$ cat config.mk
export PLATFORM = sky130hd
export DESIGN_NAME = mono_bitmap_column_blitter_top
export DESIGN_NICKNAME = d
export VERILOG_FILES = /design/src/rtl/mbcb_pkg.sv /design/src/rtl/mbcb_step.sv /design/src/rtl/mono_bitmap_column_blitter_top.sv
export VERILOG_INCLUDE_DIRS = /design/src /design/src/rtl
export SDC_FILE = /design/constraint.sdc
export NUM_CORES = 1
export LEC_CHECK = 0
export ABC_AREA = 1
export ABC_CLOCK_PERIOD_IN_PS = 8500
export BUFFER_PORTS_ARGS = -buffer_cell sky130_fd_sc_hd__buf_2
export CAP_MARGIN = 20
export CORE_UTILIZATION = 45
export CTS_CLUSTER_SIZE = 12
export DETAILED_ROUTE_END_ITERATION = 6
export PLACE_DENSITY_LB_ADDON = 0.2
export SYNTH_ARGS = -nofsm -noshare
export SYNTH_HDL_FRONTEND = slang
export SYNTH_SLANG_ARGS = --single-unit
export TNS_END_PERCENT = 100
$ cat constraint.sdc
create_clock -name clk -period 8.5 [get_ports clk]
set_input_delay 0.425 -clock clk [delete_from_list [all_inputs] [get_ports clk]]
set_output_delay 0.425 -clock clk [all_outputs]
set_load 0.005 [all_outputs]
$ cat src/rtl/mono_bitmap_column_blitter_top_assert.svh
// ----------------------------------------------------------------------------
// Assertion macros for the monochrome bitmap column blitter
// Immediate-style wrappers around concurrent assertions clocked by clk and
// disabled while rst_n is low. Empty when SYNTHESIS is defined.
// ----------------------------------------------------------------------------
`ifndef MONO_BITMAP_COLUMN_BLITTER_TOP_ASSERT_SVH
`define MONO_BITMAP_COLUMN_BLITTER_TOP_ASSERT_SVH

`ifndef SYNTHESIS
// same-cycle implication
`define MBCB_ASSERT_IMP(lbl, ante, cons) \
  lbl: assert property (@(posedge clk) disable iff (!rst_n) (ante) |-> (cons)) \
    else $error("mbcb assertion failed");
// next-cycle implication
`define MBCB_ASSERT_NXT(lbl, ante, cons) \
  lbl: assert property (@(posedge clk) disable iff (!rst_n) (ante) |=> (cons)) \
    else $error("mbcb assertion failed");
`else
`define MBCB_ASSERT_IMP(lbl, ante, cons)
`define MBCB_ASSERT_NXT(lbl, ante, cons)
`endif

`endif

$ cat src/rtl/mbcb_pkg.sv
// ----------------------------------------------------------------------------
// mbcb_pkg
// Types and constants shared by the bitmap column blitter modules.
// ----------------------------------------------------------------------------
package mbcb_pkg;

  localparam int unsigned SCREEN_MAX = 1024;
  localparam int unsigned COLOR_BITS = 16;
  localparam logic [15:0] COLOR_MASK = 16'(((64'd1 << COLOR_BITS) - 64'd1) & 64'hFFFF);
  localparam logic [10:0] SCREEN_MAX_DIM = 11'(SCREEN_MAX);
  localparam int unsigned BITS_PER_BYTE = 8;

  // configuration register indexes
  typedef enum logic [1:0] {
    REG_SCREEN_WIDTH  = 2'd0,
    REG_SCREEN_HEIGHT = 2'd1,
    REG_FG_COLOR      = 2'd2,
    REG_BG_COLOR      = 2'd3
  } reg_idx_t;

  typedef struct packed {
    logic       first_byte;
    logic [9:0] origin_x;
    logic [9:0] origin_y;
    logic [7:0] image_height;
    logic       bg_fill;
    logic [7:0] image_byte;
    logic       last_byte;
  } in_item_t;

  typedef struct packed {
    logic [9:0]  pixel_x;
    logic [9:0]  pixel_y;
    logic [15:0] pixel_color;
    logic        run_end;
  } out_item_t;

  // drawing position and image context
  typedef struct packed {
    logic [10:0] col;
    logic [9:0]  row;
    logic [9:0]  top;
    logic [7:0]  hgt;
    logic        bg;
    logic        fin;
  } blit_state_t;

  // one byte worth of pixel writes plus the state it leaves behind
  typedef struct packed {
    logic [7:0]  wr_mask;  // bit k: step k (MSB first) writes a pixel
    logic [7:0]  set_bits; // bit k: step k is a foreground pixel
    logic [9:0]  x;
    logic [9:0]  y0;       // row of step 0
    blit_state_t nxt;
  } step_res_t;

endpackage

$ cat src/rtl/mbcb_step.sv
// ----------------------------------------------------------------------------
// mbcb_step
// Expands one bitmap byte against the current drawing position: which of
// the eight steps write a pixel, and where the column/row goes next.
// ----------------------------------------------------------------------------
module mbcb_step (
  input  mbcb_pkg::in_item_t    item,
  input  mbcb_pkg::blit_state_t cur,
  input  logic [10:0]           scr_w,
  input  logic [10:0]           scr_h,
  output mbcb_pkg::step_res_t   res
);
  import mbcb_pkg::*;

  blit_state_t eff;
  logic [10:0] sw_eff;
  logic [10:0] sh_eff;
  logic [10:0] row_adv [BITS_PER_BYTE];
  logic [7:0]  col_end;
  logic [7:0]  alive;
  logic [7:0]  seq_bits;
  logic        ended;
  logic [10:0] col_inc;

  assign sw_eff = (scr_w > SCREEN_MAX_DIM) ? SCREEN_MAX_DIM : scr_w;
  assign sh_eff = (scr_h > SCREEN_MAX_DIM) ? SCREEN_MAX_DIM : scr_h;

  // a first byte reloads the context before drawing
  always_comb begin
    eff = cur;
    if (item.first_byte) begin
      eff.col = {1'b0, item.origin_x};
      eff.row = item.origin_y;
      eff.top = item.origin_y;
      eff.hgt = item.image_height;
      eff.bg  = item.bg_fill;
      eff.fin = 1'b0;
    end
  end

  // end-of-column test after each step, all evaluated side by side
  always_comb begin
    for (int k = 0; k < BITS_PER_BYTE; k++) begin
      row_adv[k]  = {1'b0, eff.row} + 11'(k + 1);
      col_end[k]  = (row_adv[k] >= sh_eff) ||
                    ((row_adv[k] - {1'b0, eff.top}) >= {3'b000, eff.hgt});
      seq_bits[k] = item.image_byte[BITS_PER_BYTE - 1 - k];
    end
    alive[0] = 1'b1;
    for (int k = 1; k < BITS_PER_BYTE; k++) begin
      alive[k] = alive[k-1] & ~col_end[k-1];
    end
  end

  assign ended   = |(alive & col_end);
  assign col_inc = eff.col + 11'd1;

  always_comb begin
    res.wr_mask  = eff.fin ? 8'h00 : (alive & (seq_bits | {8{eff.bg}}));
    res.set_bits = seq_bits;
    res.x        = eff.col[9:0];
    res.y0       = eff.row;
    res.nxt      = eff;
    if (!eff.fin) begin
      if (ended) begin
        res.nxt.row = eff.top;
        res.nxt.col = col_inc;
        res.nxt.fin = (col_inc >= sw_eff) | item.last_byte;
      end else begin
        res.nxt.row = row_adv[BITS_PER_BYTE-1][9:0];
        res.nxt.fin = item.last_byte;
      end
    end
  end

endmodule

$ cat src/rtl/mono_bitmap_column_blitter_top.sv
// ----------------------------------------------------------------------------
// mono_bitmap_column_blitter_top
// Turns column-major, MSB-first 1bpp bitmap bytes into pixel writes.
// ----------------------------------------------------------------------------
//  channel | ports                          | moves
//  --------+--------------------------------+------------------------------
//  input   | in_valid / in_ready / in_data  | one bitmap byte + image ctx
//  output  | out_valid / out_ready/out_data | one pixel write (x, y, color)
//  config  | cfg_we / cfg_index / cfg_wdata | register write, no wait
//
//  A byte is taken into the input register, expanded combinationally and
//  loaded into a pixel buffer, and its pixels leave one per cycle while
//  out_ready is high. A byte with writes holds the buffer until its last
//  pixel leaves; a byte with no writes passes without loading it. The next
//  byte is accepted while the buffer still drains, so the sustained rate is
//  set by the output port: one pixel per cycle. Reset (rst_n low, synchronous)
//  restores the config defaults and the idle state; nothing needs clearing afterwards.
// ----------------------------------------------------------------------------
`include "mono_bitmap_column_blitter_top_assert.svh"

module mono_bitmap_column_blitter_top (
  input  logic                 clk,
  input  logic                 rst_n,
  input  logic                 in_valid,
  output logic                 in_ready,
  input  mbcb_pkg::in_item_t   in_data,
  output logic                 out_valid,
  input  logic                 out_ready,
  output mbcb_pkg::out_item_t  out_data,
  input  logic                 cfg_we,
  input  logic [1:0]           cfg_index,
  input  logic [15:0]          cfg_wdata
);
  import mbcb_pkg::*;

  // configuration registers
  logic [10:0] scr_w_r;
  logic [10:0] scr_h_r;
  logic [15:0] fg_r;
  logic [15:0] bg_r;

  // drawing context
  blit_state_t st_r;

  // input register
  logic     in_v_r;
  in_item_t in_r;

  // pixel buffer: one byte of pending writes
  logic [7:0] buf_mask_r;
  logic [7:0] buf_set_r;
  logic [9:0] buf_x_r;
  logic [9:0] buf_y_r;

  step_res_t  res;
  logic       buf_free;
  logic       advance;
  logic       buf_load;
  logic       out_fire;
  logic [2:0] sel;
  logic [7:0] mask_rest;

  mbcb_step u_step (
    .item  (in_r),
    .cur   (st_r),
    .scr_w (scr_w_r),
    .scr_h (scr_h_r),
    .res   (res)
  );

  // earliest pending step goes out first
  always_comb begin
    sel = 3'd0;
    for (int k = BITS_PER_BYTE - 1; k >= 0; k--) begin
      if (buf_mask_r[k]) begin
        sel = 3'(k);
      end
    end
  end

  assign mask_rest = buf_mask_r & (buf_mask_r - 8'd1);
  assign out_valid = |buf_mask_r;
  assign out_fire  = out_valid & out_ready;

  always_comb begin
    out_data.pixel_x     = buf_x_r;
    out_data.pixel_y     = buf_y_r + 10'(sel);
    out_data.pixel_color = (buf_set_r[sel] ? fg_r : bg_r) & COLOR_MASK;
    out_data.run_end     = (mask_rest == 8'h00);
  end

  // buffer can take a new byte when empty or when its last pixel leaves now
  assign buf_free = !out_valid || (out_ready && (mask_rest == 8'h00));
  assign advance  = in_v_r && ((res.wr_mask == 8'h00) || buf_free);
  assign buf_load = advance && (res.wr_mask != 8'h00);
  assign in_ready = !in_v_r || advance;

  always_ff @(posedge clk) begin
    if (!rst_n) begin
      scr_w_r <= 11'd240;
      scr_h_r <= 11'd320;
      fg_r    <= 16'hFFFF;
      bg_r    <= 16'h0000;
    end else if (cfg_we) begin
      case (reg_idx_t'(cfg_index))
        REG_SCREEN_WIDTH:  scr_w_r <= cfg_wdata[10:0];
        REG_SCREEN_HEIGHT: scr_h_r <= cfg_wdata[10:0];
        REG_FG_COLOR:      fg_r    <= cfg_wdata;
        REG_BG_COLOR:      bg_r    <= cfg_wdata;
        default: ;
      endcase
    end
  end

  // control state
  always_ff @(posedge clk) begin
    if (!rst_n) begin
      in_v_r     <= 1'b0;
      buf_mask_r <= 8'h00;
      st_r       <= '{col: 11'd0, row: 10'd0, top: 10'd0, hgt: 8'd0,
                      bg: 1'b0, fin: 1'b1};
    end else begin
      if (in_ready) begin
        in_v_r <= in_valid;
      end
      if (advance) begin
        st_r <= res.nxt;
      end
      if (buf_load) begin
        buf_mask_r <= res.wr_mask;
      end else if (out_fire) begin
        buf_mask_r <= mask_rest;
      end
    end
  end

  // payload, no reset
  always_ff @(posedge clk) begin
    if (in_ready && in_valid) begin
      in_r <= in_data;
    end
    if (buf_load) begin
      buf_set_r <= res.set_bits;
      buf_x_r   <= res.x;
      buf_y_r   <= res.y0;
    end
  end

  // a byte never lands on top of pixels that are still waiting
  `MBCB_ASSERT_IMP(a_no_overwrite, out_valid && (mask_rest != 8'h00), !buf_load)
  // the last pixel of a byte empties the buffer unless a new byte loads
  `MBCB_ASSERT_NXT(a_run_end_drains, out_fire && out_data.run_end && !buf_load, !out_valid)
  // the row never climbs above the image top
  `MBCB_ASSERT_IMP(a_row_below_top, 1'b1, st_r.row >= st_r.top)

endmodule
==> results.rst, run 1 <==
.. list-table::
   :header-rows: 1

   * - Metric
     - Value
   * - Average size of a mapped cell
     - 6.887 um2
   * - Xor/xnor share of the synthesized area
     - 0.06139
   * - Synthesized-area fraction occupied by and/or/nand/nor cells
     - 0.2853
   * - LEAKAGE
     - 0.008956 uW
   * - Worst hold path depth
     - 1
   * - Half-perimeter wire length after placement
     - 38330 um
   * - Fraction of layout instances using a drive strength above 1
     - 0.09398
   * - Number of sinks driven by the clock tree
     - 171
   * - Outcome
     - finished, final reports clean
   * - Worst reg2reg path startpoint
     - in_r[38]
   * - Final worst clock skew
     - 13.41 ps
   * - Synthesis-stage register bit count
     - 171
   * - RSZ-0062 raised after global routing
     - false
   * - Setup tns final
     - 0 ps
   * - Pwr per Cell Area
     - 198.3 nW/um2
   * - Slew Viols, Final
     - 0
   * - Commonest non-fill, non-tap cell in the layout
     - sky130_fd_sc_hd__nand2_1
   * - Total clock buffers created by CTS
     - 17
   * - Final hold violation count
     - 0
   * - Yosys warns
     - 0
   * - Final #Nets
     - 2708
   * - Final-report setup violation count
     - 0
   * - Minimum clock period after layout
     - 7214 ps
   * - Crit path kind
     - reg2reg
   * - Die X-Extent
     - 190.4 um
   * - Effective utilization at floorplan
     - 0.4603
   * - Main combinational cell family by area after synthesis
     - simple AND/OR/NAND/NOR gates
   * - Hold worst-path end
     - in_r[17]
   * - Type of destination of the critical path
     - flip-flop
   * - Register-to-register setup slack
     - 1290 ps
   * - Count of H-tree levels built during CTS
     - 4
   * - Worst EP arrival
     - 7550 ps
   * - Core box area
     - 34710 um2
   * - Number of vias after detailed routing
     - 15.33k
   * - Max capacitance violation total
     - 0
   * - Most frequent cells in the layout
     - sky130_fd_sc_hd__nand2_1, sky130_fd_sc_hd__inv_1, sky130_fd_sc_hd__nor2_1, sky130_fd_sc_hd__ha_1, sky130_fd_sc_hd__a21oi_1
   * - Area growth from synthesis to final layout
     - 10.09%
   * - Type of the tightest min-delay check
     - in2reg
   * - Die outline area
     - 36260 um2
   * - Timing-limited maximum frequency
     - 138.6 MHz
   * - Sum of internal, switching and leakage power
     - 3489 uW
   * - Vias per cell
     - 5.320
   * - Launch instance of the worst min-delay path
     - in_data[17]
   * - Post-cts sizing count
     - 0
   * - Total standard cell area after synthesis
     - 15980 um2
   * - Count of hold buffers inserted by post-cts repair
     - 0
   * - Wire length after detailed routing
     - 50220 um
   * - Largest net degree at the start of global routing
     - 59
   * - Filler-free cell count of the finished design
     - 2881
   * - Via count of the first global-routing pass
     - 14.19k
   * - Slowest cell on the critical path
     - sky130_fd_sc_hd__nor2_1
   * - Adder and majority cell fraction of the synthesized area
     - 0.1848
   * - Worst path top cell family by delay
     - simple AND/OR/NAND/NOR gates
   * - Top FF cell, synth
     - sky130_fd_sc_hd__dfxtp_1
   * - Critical path data required time
     - 8830 ps
   * - Count of cell instances traversed by the critical path
     - 32
   * - DRC errors left
     - 0
   * - Remaining global-route overflow
     - 0
   * - Reg2reg end
     - st_r[23]
   * - Clock tree from TritonCTS
     - built
   * - Worst hold slack across all endpoints
     - 158.6 ps
   * - Setup slack of the critical path after layout
     - 1286 ps
   * - Post-synth cell types
     - 50
   * - Synthesized netlist cell count
     - 2320
   * - Share of the synthesized area in compound gates (AO/OA/AOI/OAI)
     - 0.1251
   * - Number of I/O pins
     - 101
   * - Length of the first detailed-routing pass in iterations
     - 6
   * - Final antenna diode count
     - 0
   * - Wire length of the first global-routing pass
     - 77850 um
   * - Number of synthesized flops with an enable pin
     - 67
   * - Clock-pin slew of the registers on the worst-case setup and hold paths
     - 70 ps
   * - Fraction of synthesized area in multiplexers
     - 0
   * - Syn nets
     - 2615
   * - Post-route ant nets
     - 0
   * - Number of cell rows
     - 68
   * - Setup slack after placement
     - 1426 ps
   * - Die height
     - 190.4 um
   * - Final weighted congestion in routability-driven placement
     - 0.9631
   * - Tot GR Track Use
     - 0.2799
   * - Worst IR Drop VDD
     - 148.6 uV
   * - Total setup buffers inserted after CTS
     - 0
   * - Buffers plus inverters on the worst setup path
     - 5
   * - Port Buffer Count
     - 100
   * - Largest stage delay, worst path
     - 520 ps
   * - Maximum buffer depth of the clock tree
     - 2
   * - Kind of start point of the critical path
     - flip-flop
   * - CTS Root Buffer Type
     - sky130_fd_sc_hd__clkbuf_16
   * - Maximum fanout along the worst path
     - 54
   * - Asr flop ratio synth
     - 0
   * - Clock latency on the worst-skew pair
     - 440 ps
   * - Slew Limit Headroom
     - 0.3012
   * - DR iter-0 viols
     - 1193
   * - Sequential area share after synthesis
     - 0.2562
   * - Worst r2r path cells
     - 32
   * - Worst-margin pin slew
     - 1048 ps
   * - Antenna violations before repair
     - 0
   * - Post-route fraction of the period consumed by the critical path
     - 0.8487
   * - Routed length per instance
     - 17.43 um
   * - DP Cell Count
     - 2846
## flip-flops by register name (all words and copies together), names as in the netlist
name,cells
st_r,41
in_r,39
bg_r,16
fg_r,16
scr_h_r,11
scr_w_r,11
buf_x_r,10
buf_y_r,10
buf_mask_r,8
buf_set_r,8
in_v_r,1
## Yosys cell counts, types with 7 or more instances
master | n | area (um2)
sky130_fd_sc_hd__o21bai_1 | 10 | 75.07
sky130_fd_sc_hd__ha_1 | 228 | 2853
sky130_fd_sc_hd__nor4_1 | 10 | 62.56
sky130_fd_sc_hd__nand2_2 | 11 | 68.82
sky130_fd_sc_hd__xnor2_1 | 30 | 262.8
sky130_fd_sc_hd__a21oi_1 | 174 | 870.8
sky130_fd_sc_hd__inv_2 | 7 | 26.28
sky130_fd_sc_hd__buf_2 | 8 | 40.04
sky130_fd_sc_hd__inv_1 | 289 | 1085
sky130_fd_sc_hd__edfxtp_1 | 67 | 2012
sky130_fd_sc_hd__nand3_1 | 127 | 635.6
sky130_fd_sc_hd__clkbuf_1 | 34 | 127.6
sky130_fd_sc_hd__nor2_1 | 264 | 991.0
sky130_fd_sc_hd__dfxtp_1 | 104 | 2082
sky130_fd_sc_hd__or2_2 | 20 | 125.1
sky130_fd_sc_hd__xor2_1 | 82 | 718.2
sky130_fd_sc_hd__a21o_1 | 11 | 82.58
sky130_fd_sc_hd__nor3_1 | 22 | 110.1
sky130_fd_sc_hd__a31oi_1 | 10 | 62.56
sky130_fd_sc_hd__o21ai_0 | 125 | 625.6
sky130_fd_sc_hd__nand4_1 | 29 | 181.4
sky130_fd_sc_hd__nand2_1 | 573 | 2151
## cell families after synthesis
family,Yosys count
simple gates,1084
fa+ha+maj,233
flops,171
buf+inv,353
compound gates,367
xor+xnor,112
## report_power, final
part	switching (uW)	total (uW)	internal, uW
Combinational	1140	1820	676
Sequential	28.7	938	910
Clock	350	729	379
## worst max-delay path by stage
stage / from / to / slack, ps
floorplan: in_r[38] / in_r[0] / 2350
global placement: in_r[38] / buf_y_r[2] / 1560
detailed placement: in_r[38] / buf_x_r[9] / 1430
CTS: in_r[38] / buf_x_r[0] / 1400
global route: in_r[38] / st_r[23] / 650
finish: in_r[38] / st_r[23] / 1290
## area by class of cell
class,instances,area (um2)
Fill cell,3502,17120
Multi-Input combinational cell,1796,10520
Sequential cell,171,4094
Inverter,300,1131
Timing Repair Buffer,127,738.2
Tap cell,455,569.3
Clock buffer,18,429.2
Clock inverter,14,108.9
## through the flow
stage	util	cell area [um2]
finish	0.5067	17590
global route	0.5067	17590
CTS	0.5051	17530
detailed placement	0.4896	17000
global placement	0.4894	16990
floorplan	-	15980
## worst register-to-register path: cells and delay by family (launching register included)
| kind | cells | cell delay [ps] |
|---|---|---|
| and+or+nand+nor | 16 | 2690 |
| AOI/OAI and AO/OA | 6 | 1400 |
| buffers and inverters | 5 | 1360 |
| adders and majority gates | 3 | 870 |
| xor gates and xnor gates | 2 | 410 |
| DFF | 1 | 390 |
## metal layers
layer  part of all wire  wire [um]  GRT usage
met3              0.075       3774    0.06349
met2               0.43      21410     0.4273
met5                  0          0          0
met1               0.47      23660     0.3913
met4              0.027       1375    0.08092
Note: power is estimated with default switching activity, not from simulation.
==> inputs of run 2 (changes only) <==
--- a/config.mk
+++ b/config.mk
@@ -7,7 +7,7 @@
 export NUM_CORES = 1
 export LEC_CHECK = 0
 export ABC_AREA = 1
-export ABC_CLOCK_PERIOD_IN_PS = 8500
+export ABC_CLOCK_PERIOD_IN_PS = 6850
 export BUFFER_PORTS_ARGS = -buffer_cell sky130_fd_sc_hd__buf_2
 export CAP_MARGIN = 20
 export CORE_UTILIZATION = 45
==> constraint.sdc (replaced) <==
create_clock -name clk -period 6.85 [get_ports clk]
set_input_delay 0.3425 -clock clk [delete_from_list [all_inputs] [get_ports clk]]
set_output_delay 0.3425 -clock clk [all_outputs]
set_load 0.005 [all_outputs]
==> run 2 against run 1 <==
Net effect:
- sequential power increased by 24%
- first-iteration DRC count up 19%
- non-clock buffer count increased by 32
- critical path depth is 1 higher
- global-route usage grew 0.17 points
- cell area is 1.3% higher
- count of clock-buffer cells in the layout is 2 higher
- largest cell class unchanged
==> results.rst, run 2 (synthesis gave the netlist of run 1 again) <==
.. list-table::
   :header-rows: 1

   * - Metric
     - Value
   * - Slowest cell on the critical path
     - sky130_fd_sc_hd__edfxtp_1
   * - Count of cell instances traversed by the critical path
     - 33
   * - Setup slack of the critical path after layout
     - 463.8 ps
   * - Slew Limit Headroom
     - 0.2271
   * - DRC errors left
     - 0
   * - Core box area
     - 34710 um2
   * - Total clock buffers created by CTS
     - 17
   * - Largest registers in the final layout
     - st_r x41, in_r x39
   * - Outcome
     - finished, final reports clean
   * - Wire length after detailed routing
     - 50880 um
   * - Worst EP arrival
     - 6040 ps
   * - Final hold violation count
     - 0
   * - Die height
     - 190.4 um
   * - Worst IR Drop VDD
     - 204.1 uV
   * - DP Cell Count
     - 2871
   * - Max reg flops
     - 41
   * - Setup slack after placement
     - 389.9 ps
   * - Worst-margin pin slew
     - 1159 ps
   * - Timing-limited maximum frequency
     - 156.6 MHz
   * - Half-perimeter wire length after placement
     - 39580 um
   * - Type of destination of the critical path
     - primary output
   * - Routed length per instance
     - 17.47 um
   * - Port Buffer Count
     - 100
   * - Worst hold path depth
     - 1
   * - Number of cell rows
     - 68
   * - Count of hold buffers inserted by post-cts repair
     - 0
   * - Crit path kind
     - reg2out
   * - LEAKAGE
     - 0.009093 uW
   * - DR iter-0 viols
     - 1415
   * - Commonest non-fill, non-tap cell in the layout
     - sky130_fd_sc_hd__nand2_1
   * - Critical Path Most Common Cell
     - sky130_fd_sc_hd__nand2_1
   * - Final #Nets
     - 2740
   * - Kind of start point of the critical path
     - flip-flop
   * - Launch instance of the worst min-delay path
     - in_data[27]
   * - Crit. Startpoint
     - in_r[38]
   * - Largest net degree at the start of global routing
     - 59
   * - Area growth from synthesis to final layout
     - 11.48%
   * - Most frequent cells in the layout
     - sky130_fd_sc_hd__nand2_1, sky130_fd_sc_hd__inv_1, sky130_fd_sc_hd__nor2_1, sky130_fd_sc_hd__ha_1, sky130_fd_sc_hd__a21oi_1
   * - Number of sinks driven by the clock tree
     - 171
   * - Post-route fraction of the period consumed by the critical path
     - 0.9323
   * - Remaining global-route overflow
     - 0
   * - Number of I/O pins
     - 101
   * - Tot GR Track Use
     - 0.2816
   * - Core Util, Final
     - 0.5131
   * - Clock latency on the worst-skew pair
     - 450 ps
   * - Type of the tightest min-delay check
     - in2reg
   * - Filler-free cell count of the finished design
     - 2913
   * - Number of vias after detailed routing
     - 15.55k
   * - Final weighted congestion in routability-driven placement
     - 0.9957
   * - Vias per cell
     - 5.337
   * - Largest stage delay, worst path
     - 550 ps
   * - Register-to-register setup slack
     - 610 ps
   * - Wire length of the first global-routing pass
     - 78030 um
   * - Via count of the first global-routing pass
     - 14.13k
   * - Max capacitance violation total
     - 0
   * - Pwr per Cell Area
     - 243.7 nW/um2
   * - Final antenna diode count
     - 0
   * - Critical path data required time
     - 6510 ps
   * - Minimum clock period after layout
     - 6386 ps
   * - Final worst clock skew
     - 18.88 ps
   * - Fraction of layout instances using a drive strength above 1
     - 0.1050
   * - Clock-pin slew of the registers on the worst-case setup and hold paths
     - 70 ps
   * - Worst r2r path cells
     - 35
   * - Filler instances
     - 3498
   * - Maximum buffer depth of the clock tree
     - 2
   * - Buffers plus inverters on the worst setup path
     - 10
   * - Maximum fanout along the worst path
     - 17
   * - Slew Viols, Final
     - 0
   * - Reg with most FFs
     - st_r
   * - Worst reg2reg path startpoint
     - in_r[38]
   * - Length of the first detailed-routing pass in iterations
     - 5
   * - CTS Root Buffer Type
     - sky130_fd_sc_hd__clkbuf_16
   * - Die outline area
     - 36260 um2
   * - Clock tree from TritonCTS
     - built
   * - Effective utilization at floorplan
     - 0.4603
   * - Worst path top cell family by delay
     - buffers and inverters
   * - Die X-Extent
     - 190.4 um
   * - Count of H-tree levels built during CTS
     - 4
   * - Final-report setup violation count
     - 0
   * - Antenna violations before repair
     - 0
   * - Post-route ant nets
     - 0
[run 2: path summary, 6_finish.rpt]
check | end
setup / recovery | in_ready
hold / removal | in_r[27]
setup reg to reg | in_r[13]
hold reg to reg | bg_r[4]
[run 2: what timing repair did]
item                                    in CTS  in global routing
resized for setup                            0                  4
setup buffers                                0                  9
endpoints found under the setup margin       0                113
hold endpoints to repair                     0                  0
[run 2: cell type report]
cell class	instances	area (um2)	area share
sequential	171	4094	0.2298
multi-input combinational	1796	10510	0.5901
clock buffer	20	436.7	0.02452
inverter	300	1135	0.06371
clock inverter	12	90.09	0.005058
tap	455	569.3	0.03196
timing repair buffer	159	975.9	0.05479
[run 2: through the flow]
stage,total power [uW],cell area (um2),TNS [ps],hold WS (ps)
2_1_floorplan,2799,15980,0,418.3
3_3_place_gp,3390,17170,0,433.8
3_5_place_dp,3429,17180,0,435.5
4_1_cts,4327,17710,0,47.78
5_1_grt,4716,17810,-11.40,54.04
6_report,4342,17810,0,69.54
[run 2: power breakdown]
part	leakage, uW	internal [uW]	switching [uW]	total [uW]
clock	0.000262	469	422	890
combinational	0.00734	856	1430	2290
sequential	0.00149	1130	34.6	1160
[run 2: layer usage]
layer	global-route usage	share of wire	wire, um
met1	0.3885	0.46	23520
met2	0.4401	0.44	22350
met3	0.06367	0.077	3941
met4	0.07323	0.021	1064
met5	0	0	0
